==> src/design/tmcbf_pkg.sv <==
// Shared types, constants and pixel helpers for the mip chain box filter.
package tmcbf_pkg;

  localparam int MAX_DIM_DEF    = 1024;
  localparam int MAX_LEVELS_DEF = 11;

  localparam int CFG_AW   = 4;
  localparam int DIM_W    = 11;
  localparam int LVL_W    = 4;
  localparam int POS_W    = 10;
  localparam int PIX_W    = 32;
  localparam int SUM_W    = 36;
  localparam int OUT_DW   = 56;

  // register indexes (byte address bits 3:2)
  localparam logic [1:0] REG_WIDTH  = 2'd0;
  localparam logic [1:0] REG_HEIGHT = 2'd1;
  localparam logic [1:0] REG_MIP_EN = 2'd2;

  typedef struct packed {
    logic load;
    logic eval;
    logic step;
    logic fin;
  } cmd_t;

  typedef struct packed {
    logic go;
    logic left_only;
    logic store_only;
    logic slot_free;
  } sts_t;

  function automatic logic [PIX_W-1:0] swap_red_blue(input logic [PIX_W-1:0] p);
    return {p[31:24], p[7:0], p[15:8], p[23:16]};
  endfunction

  function automatic logic [SUM_W-1:0] spread_lanes(input logic [PIX_W-1:0] p);
    return {1'b0, p[31:24], 1'b0, p[23:16], 1'b0, p[15:8], 1'b0, p[7:0]};
  endfunction

  function automatic logic [PIX_W-1:0] block_average(input logic [SUM_W-1:0] up,
                                                     input logic [SUM_W-1:0] lo);
    logic [PIX_W-1:0] res;
    logic [9:0]       s;
    res = '0;
    for (int k = 0; k < 4; k++) begin
      s = {1'b0, up[9*k +: 9]} + {1'b0, lo[9*k +: 9]};
      res[8*k +: 8] = s[9:2];
    end
    return res;
  endfunction

endpackage

==> src/design/tmcbf_ctrl.sv <==
// Sequencer for one input pixel and its cascade through the mip levels.
module tmcbf_ctrl (
  input  logic            clk_i,
  input  logic            rst_ni,
  input  logic            in_valid_i,
  output logic            in_ready_o,
  input  tmcbf_pkg::sts_t sts_i,
  output tmcbf_pkg::cmd_t cmd_o
);
  import tmcbf_pkg::*;

  typedef enum logic [1:0] {S_IDLE, S_EVAL, S_AVG, S_FIN} state_e;

  state_e state_q, state_d;

  always_comb begin
    state_d    = state_q;
    cmd_o      = '0;
    in_ready_o = 1'b0;
    case (state_q)
      S_IDLE: begin
        in_ready_o = 1'b1;
        if (in_valid_i) begin
          cmd_o.load = 1'b1;
          state_d    = S_EVAL;
        end
      end
      S_EVAL: begin
        cmd_o.eval = 1'b1;
        if (!sts_i.go || sts_i.left_only || sts_i.store_only) begin
          state_d = S_FIN;
        end else begin
          state_d = S_AVG;
        end
      end
      S_AVG: begin
        if (sts_i.slot_free) begin
          cmd_o.step = 1'b1;
          state_d    = S_EVAL;
        end
      end
      S_FIN: begin
        if (sts_i.slot_free) begin
          cmd_o.fin = 1'b1;
          state_d   = S_IDLE;
        end
      end
      default: state_d = S_IDLE;
    endcase
  end

  always_ff @(posedge clk_i or negedge rst_ni) begin
    if (!rst_ni) begin
      state_q <= S_IDLE;
    end else begin
      state_q <= state_d;
    end
  end

endmodule

==> config.mk <==
export PLATFORM = sky130hd
export DESIGN_NAME = tmcbf_ctrl
export DESIGN_NICKNAME = d
export VERILOG_FILES = /design/src/design/tmcbf_pkg.sv /design/src/design/tmcbf_ctrl.sv
export SDC_FILE = /design/constraint.sdc
export NUM_CORES = 1
export LEC_CHECK = 0
export ABC_AREA = 1
export BUFFER_PORTS_ARGS = -buffer_cell sky130_fd_sc_hd__buf_2
export CAP_MARGIN = 40
export CORE_AREA = 2 2 39 41
export DETAILED_ROUTE_END_ITERATION = 8
export DIE_AREA = 0 0 41 43
export HOLD_SLACK_MARGIN = 0.15
export MAX_ROUTING_LAYER = met4
export PLACE_DENSITY = 0.3
export SYNTH_ARGS = -nofsm -noshare
export SYNTH_HDL_FRONTEND = slang
export SYNTH_SLANG_ARGS = --single-unit
==> constraint.sdc <==
create_clock -name clk_i -period 1.1 [get_ports clk_i]
set_input_delay 0.11 -clock clk_i [delete_from_list [all_inputs] [get_ports clk_i]]
set_output_delay 0.11 -clock clk_i [all_outputs]
set_load 0.05 [all_outputs]
# Word level (Yosys, flattened, before mapping)
# Cells that the tools add are included.
# totals
input_bits,7
elab_cells,24
ramBits,0
mem_count,0
latch_bits,0
rom_bits,0
reg_bits,2
# classes
mul,0
n_addsub,0
n_mux,12
magnitude_cmp,0
reduce_logical,5
bitwise,0
eq_ne,6
n_div,0
shifts,0
# op_table
cell,count
$mux W1,8
$pmux W2 S4,1
$mux W2,3
$ne A2 B2 Y1 const B,3
$eq A2 B2 Y1 const B,2
$reduce_and A3 Y1,1
$eq A2 B1 Y1 const B,1
$logic_not A2 Y1,1
$logic_or A1 B1 Y1,2
$logic_not A1 Y1,1

# Logic depth before layout (Yosys ltp)
# logic_depth
word_depth,5
mapped_depth,5

# Worst setup path after synthesis
# Ideal clock, no wire load.
# synth_path
kind,reg2out
start,register state_q[1]
end,output port cmd_o[3] (netlist bit)
arrival_time_ns,1.579
stages_incl_launch_ff,3
path_buffers,1
required_ns,0.990
path_slack_ns,-0.589
path_cell_list,dfrtp_1 > buf_6 > nor3_1
# synth_rtl
item,line,source
from (decl),tmcbf_ctrl.sv:14,"state_e state_q, state_d;"
from (signal assigned),tmcbf_ctrl.sv:56,state_q <= state_d;
to (decl),tmcbf_ctrl.sv:8,output tmcbf_pkg::cmd_t cmd_o

==> flow_results.org <==
** Clock tree
- In this run the number of H-tree levels came out at 1.
- Number of clock buffers inserted by TritonCTS :: 3
- The clock net in this run drives a total of 2 sinks.
- Clock-pin slew on the worst setup and hold paths :: 0.03 ns
- Clock tree root driver cell :: sky130_fd_sc_hd__clkbuf_4
- Clock tree from TritonCTS :: yes
- No sink is reached through more buffers than the 2 on the longest clock path.
- Source-to-sink clock delay at the later pin of the worst-skew pair :: 0.22 ns

** Synth
- In this run the mean area of a mapped cell was 6.75 um2.
- Number of instances in the synthesized netlist :: 23
- Sequential share of the synthesized area :: 32.3%
- Count of synthesis-stage warnings from yosys :: 0
- Net Count, Synth :: 30
- Synthesis-stage register bit count :: 2
- Distinct cell type count after synthesis :: 11
- Post-synthesis instance area :: 155 um2

** GRT
- Global routing used 7.39% of the available tracks.
- First-pass GRT wire length :: 800 um
- Number of antenna violations at the first check in global routing :: 0
- Gr ovfl total :: 0
- The via count of the first global-routing pass was 232.
- Pin count of the biggest net entering global routing :: 8

** Power
- Power share of the sequential group :: 19.8%
- In this run switching power makes up 50.9% of total power.
- Combinational logic is responsible for 64.0% of the overall power.
- Cell-internal power :: 486 uW
- Leakage Power :: 0.000166 uW
- Power spent charging and discharging nets :: 503 uW
- Across the VDD grid, the largest voltage drop is 0.000508 V.
- Cell area power density :: 2990 nW/um2
- Clock power share :: 16.1%

** Route
- Top routing layer in use :: met3
- In the detailed route, the total length drawn on met2 is 264 um.
- Violation count after the first detailed-route iteration :: 2
- Post-route DRC :: 0
- Final ANT Viol Nets :: 0
- Wire segments on met3 add up to 24 um in the final route.
- The routed layout has 197 vias.
- Vias per std cell :: 3.52
- Detailed-routing iteration count for the pre-antenna-repair pass :: 3
- WL met1 :: 124 um
- Summed over all layers, the routed wires come to 413 um.
- Dividing the detail-routed wire length by the instance count gives 7.38 um.

** Worst setup path
- STA classifies the critical path startpoint as a flop.
- Delay of the slowest critical-path stage :: 0.43 ns
- Critical Path Slowest Stage Cell :: sky130_fd_sc_hd__dfrtp_2
- At the worst endpoint, the arrival time is 1.03 ns.
- The number of cells on the worst reg-to-reg path is 5.
- Maximum fanout encountered on the critical timing path :: 4
- Critical setup path kind :: flop to primary output
- Reg2reg end :: state_q[0]
- Register-to-register setup slack :: 0.14 ns
- Critical register-to-register path startpoint :: state_q[1]
- The number of buffers and inverters on the critical path is 1.
- Top cell family by delay on the critical path :: flip-flops
- Endpoint class of the critical path :: primary output
- STA puts the critical path data required time at 0.99 ns.
- Worst-path cell chain :: nor3_2, buf_6

** Timing
- Setup repair after global routing could not meet its margin everywhere.
- After layout, the minimum clock period comes to 1.14 ns.
- Total count of max-transition violations in the final report :: 0
- Post-route clock skew :: 0.000597 ns
- The number of hold-slack violations in the final timing report was 0.
- After routing, the total negative slack on setup checks comes to -0.0921 ns.
- Worst hold slack across all endpoints :: 0.205 ns
- At the pin with the least slew margin, the transition time is 0.155 ns.
- The worst path uses 104% of the clock period.
- Slew margin rel. :: 89.6%
- Setup slack on the critical path of the routed design comes to -0.0435 ns.
- Number of setup violations in the final report :: 5
- Max Freq :: 0.875 GHz

** Floorplanning
- The die is 43 um tall.
- In this run the core area contains 14 standard-cell rows.
- After floorplanning, the core was sized to cover 1380 um2.
- From left edge to right edge, the die measures 41 um.
- During I/O placement, the number of pins put on the boundary was 12.
- The floorplan step defined a die boundary enclosing 1760 um2.
- Initial standard-cell utilization of the core :: 11.2%

** Run status
- The flow ran to the end, but the final reports show violations.
- The final reports fail on setup timing.

** Cells and area
- The net count of the finished layout is 49.
- Number of antenna diodes :: 0
- Cells with a size suffix above 1 make up 62.5% of the layout.
- Largest registers :: state_q: 2 flops
- Fill cell count :: 164
- Register with the highest flop count :: state_q
- Area added between synthesis and finish :: 113%
- The register with the most flip-flops in the layout has 2 of them.

** Placement
- Half-perimeter wire length after detailed placement :: 318 um
- Routability-driven placement finished with a final weighted congestion of 0.657.
- During placement, the flow inserted port buffers numbering 11.

** Run
- Max-cap viol count :: 0

** Min path
- Worst Hold Class :: input pin to async pin
==> repair_timing <==
| item | CTS | global route |
|---|---|---|
| buffers inserted | 2 | 0 |
| setup endpoints to repair | 5 | 5 |
| hold buffers | 3 | 0 |
| pin swaps | 1 | 3 |
| gates cloned | 0 | 0 |
| gates resized for setup | 12 | 1 |
| endpoints found under the hold margin | 4 | 0 |
==> cells in the mapped netlist <==
| cell type | n | area share [%] |
|---|---|---|
| sky130_fd_sc_hd__nor2_1 | 7 | 17 |
| sky130_fd_sc_hd__a21oi_1 | 3 | 9.7 |
| sky130_fd_sc_hd__inv_1 | 3 | 7.3 |
| sky130_fd_sc_hd__dfrtp_1 | 2 | 32 |
| sky130_fd_sc_hd__nand2_1 | 2 | 4.8 |
| sky130_fd_sc_hd__buf_4 | 1 | 4.8 |
| sky130_fd_sc_hd__buf_6 | 1 | 7.3 |
| sky130_fd_sc_hd__inv_2 | 1 | 2.4 |
| sky130_fd_sc_hd__nand2_2 | 1 | 4.0 |
| sky130_fd_sc_hd__nand2_4 | 1 | 7.3 |
| sky130_fd_sc_hd__nor3_1 | 1 | 3.2 |
==> cells by family (layout without fill, tap and decap cells) <==
kind of cell,Yosys count,in the layout,share of synthesized area [%]
DFF,2,2,32.3
and+or+nand+nor,12,12,36.3
AOI/OAI and AO/OA,3,3,9.67
buffers and inverters,6,23,21.8
==> cells in the final DEF (no fill, tap or decap) <==
master and count:
sky130_fd_sc_hd__a21oi_1 3, sky130_fd_sc_hd__nor2_4 1, sky130_fd_sc_hd__buf_2 6, sky130_fd_sc_hd__nor3_2 1
sky130_fd_sc_hd__inv_1 3, sky130_fd_sc_hd__inv_2 1, sky130_fd_sc_hd__nand2_1 2, sky130_fd_sc_hd__nand2_2 1
sky130_fd_sc_hd__buf_6 5, sky130_fd_sc_hd__nand2_4 1, sky130_fd_sc_hd__dfrtp_2 2, sky130_fd_sc_hd__clkbuf_4 3
sky130_fd_sc_hd__nor2_1 4, sky130_fd_sc_hd__dlygate4sd3_1 3, sky130_fd_sc_hd__nor2_2 2, sky130_fd_sc_hd__buf_4 2
==> power by group through the flow <==
| stage | sequential [uW] | combinational, uW | clock, uW |
|---|---|---|---|
| after global routing | 206 | 684 | 185 |
| after CTS | 199 | 621 | 173 |
| final | 196 | 633 | 159 |
| after detailed placement | 194 | 477 | 0 |
| after global placement | 196 | 479 | 0 |
| after floorplan | 147 | 488 | 0 |
==> worst reg2reg max path: stages (launching register included) <==
cell                      delay, ns
sky130_fd_sc_hd__dfrtp_2       0.45
sky130_fd_sc_hd__nand2_4       0.11
sky130_fd_sc_hd__buf_4         0.11
sky130_fd_sc_hd__nand2_2       0.04
sky130_fd_sc_hd__nor2_1        0.08
sky130_fd_sc_hd__a21oi_1       0.04
==> per-layer routing <==
metal	vias to the layer above	GRT usage (%)
met5	-	-
met1	88	4.79
met4	0	10.0
li1	104	-
met3	0	1.57
met2	5	12.2
==> worst max path at each step <==
stage / startpoint / cells past startpoint / slack [ns] / to
6_report: state_q[0] / 2 / -0.04 / cmd_o[3]
3_5_place_dp: state_q[1] / 2 / 0.04 / cmd_o[3]
4_1_cts: state_q[0] / 2 / -0.04 / cmd_o[3]
3_3_place_gp: state_q[1] / 2 / 0.05 / cmd_o[3]
5_1_grt: state_q[1] / 3 / -0.08 / cmd_o[1]
2_1_floorplan: state_q[1] / 2 / -0.17 / cmd_o[3]
==> final cells by class <==
cell class | count | area [um2] | area share [%]
sequential | 2 | 52.6 | 15.9
multi-input combinational | 15 | 88.8 | 26.9
inverter | 4 | 15.0 | 4.55
timing repair buffer | 16 | 131 | 39.8
tap | 16 | 20.0 | 6.06
clock buffer | 3 | 22.5 | 6.82
==> through the flow <==
stage | area (um2) | setup slack [ns] | total power (uW) | instances | util, %
after floorplan | 168 | -0.171 | 635 | 23 | -
after global placement | 224 | 0.0526 | 676 | 48 | 16.2
after detailed placement | 224 | 0.0430 | 671 | 48 | 16.2
after CTS | 327 | -0.0445 | 993 | 56 | 23.6
after global routing | 330 | -0.0769 | 1070 | 56 | 23.9
final | 330 | -0.0435 | 988 | 56 | 23.9
No activity file was read; power rests on OpenSTA's default activity.
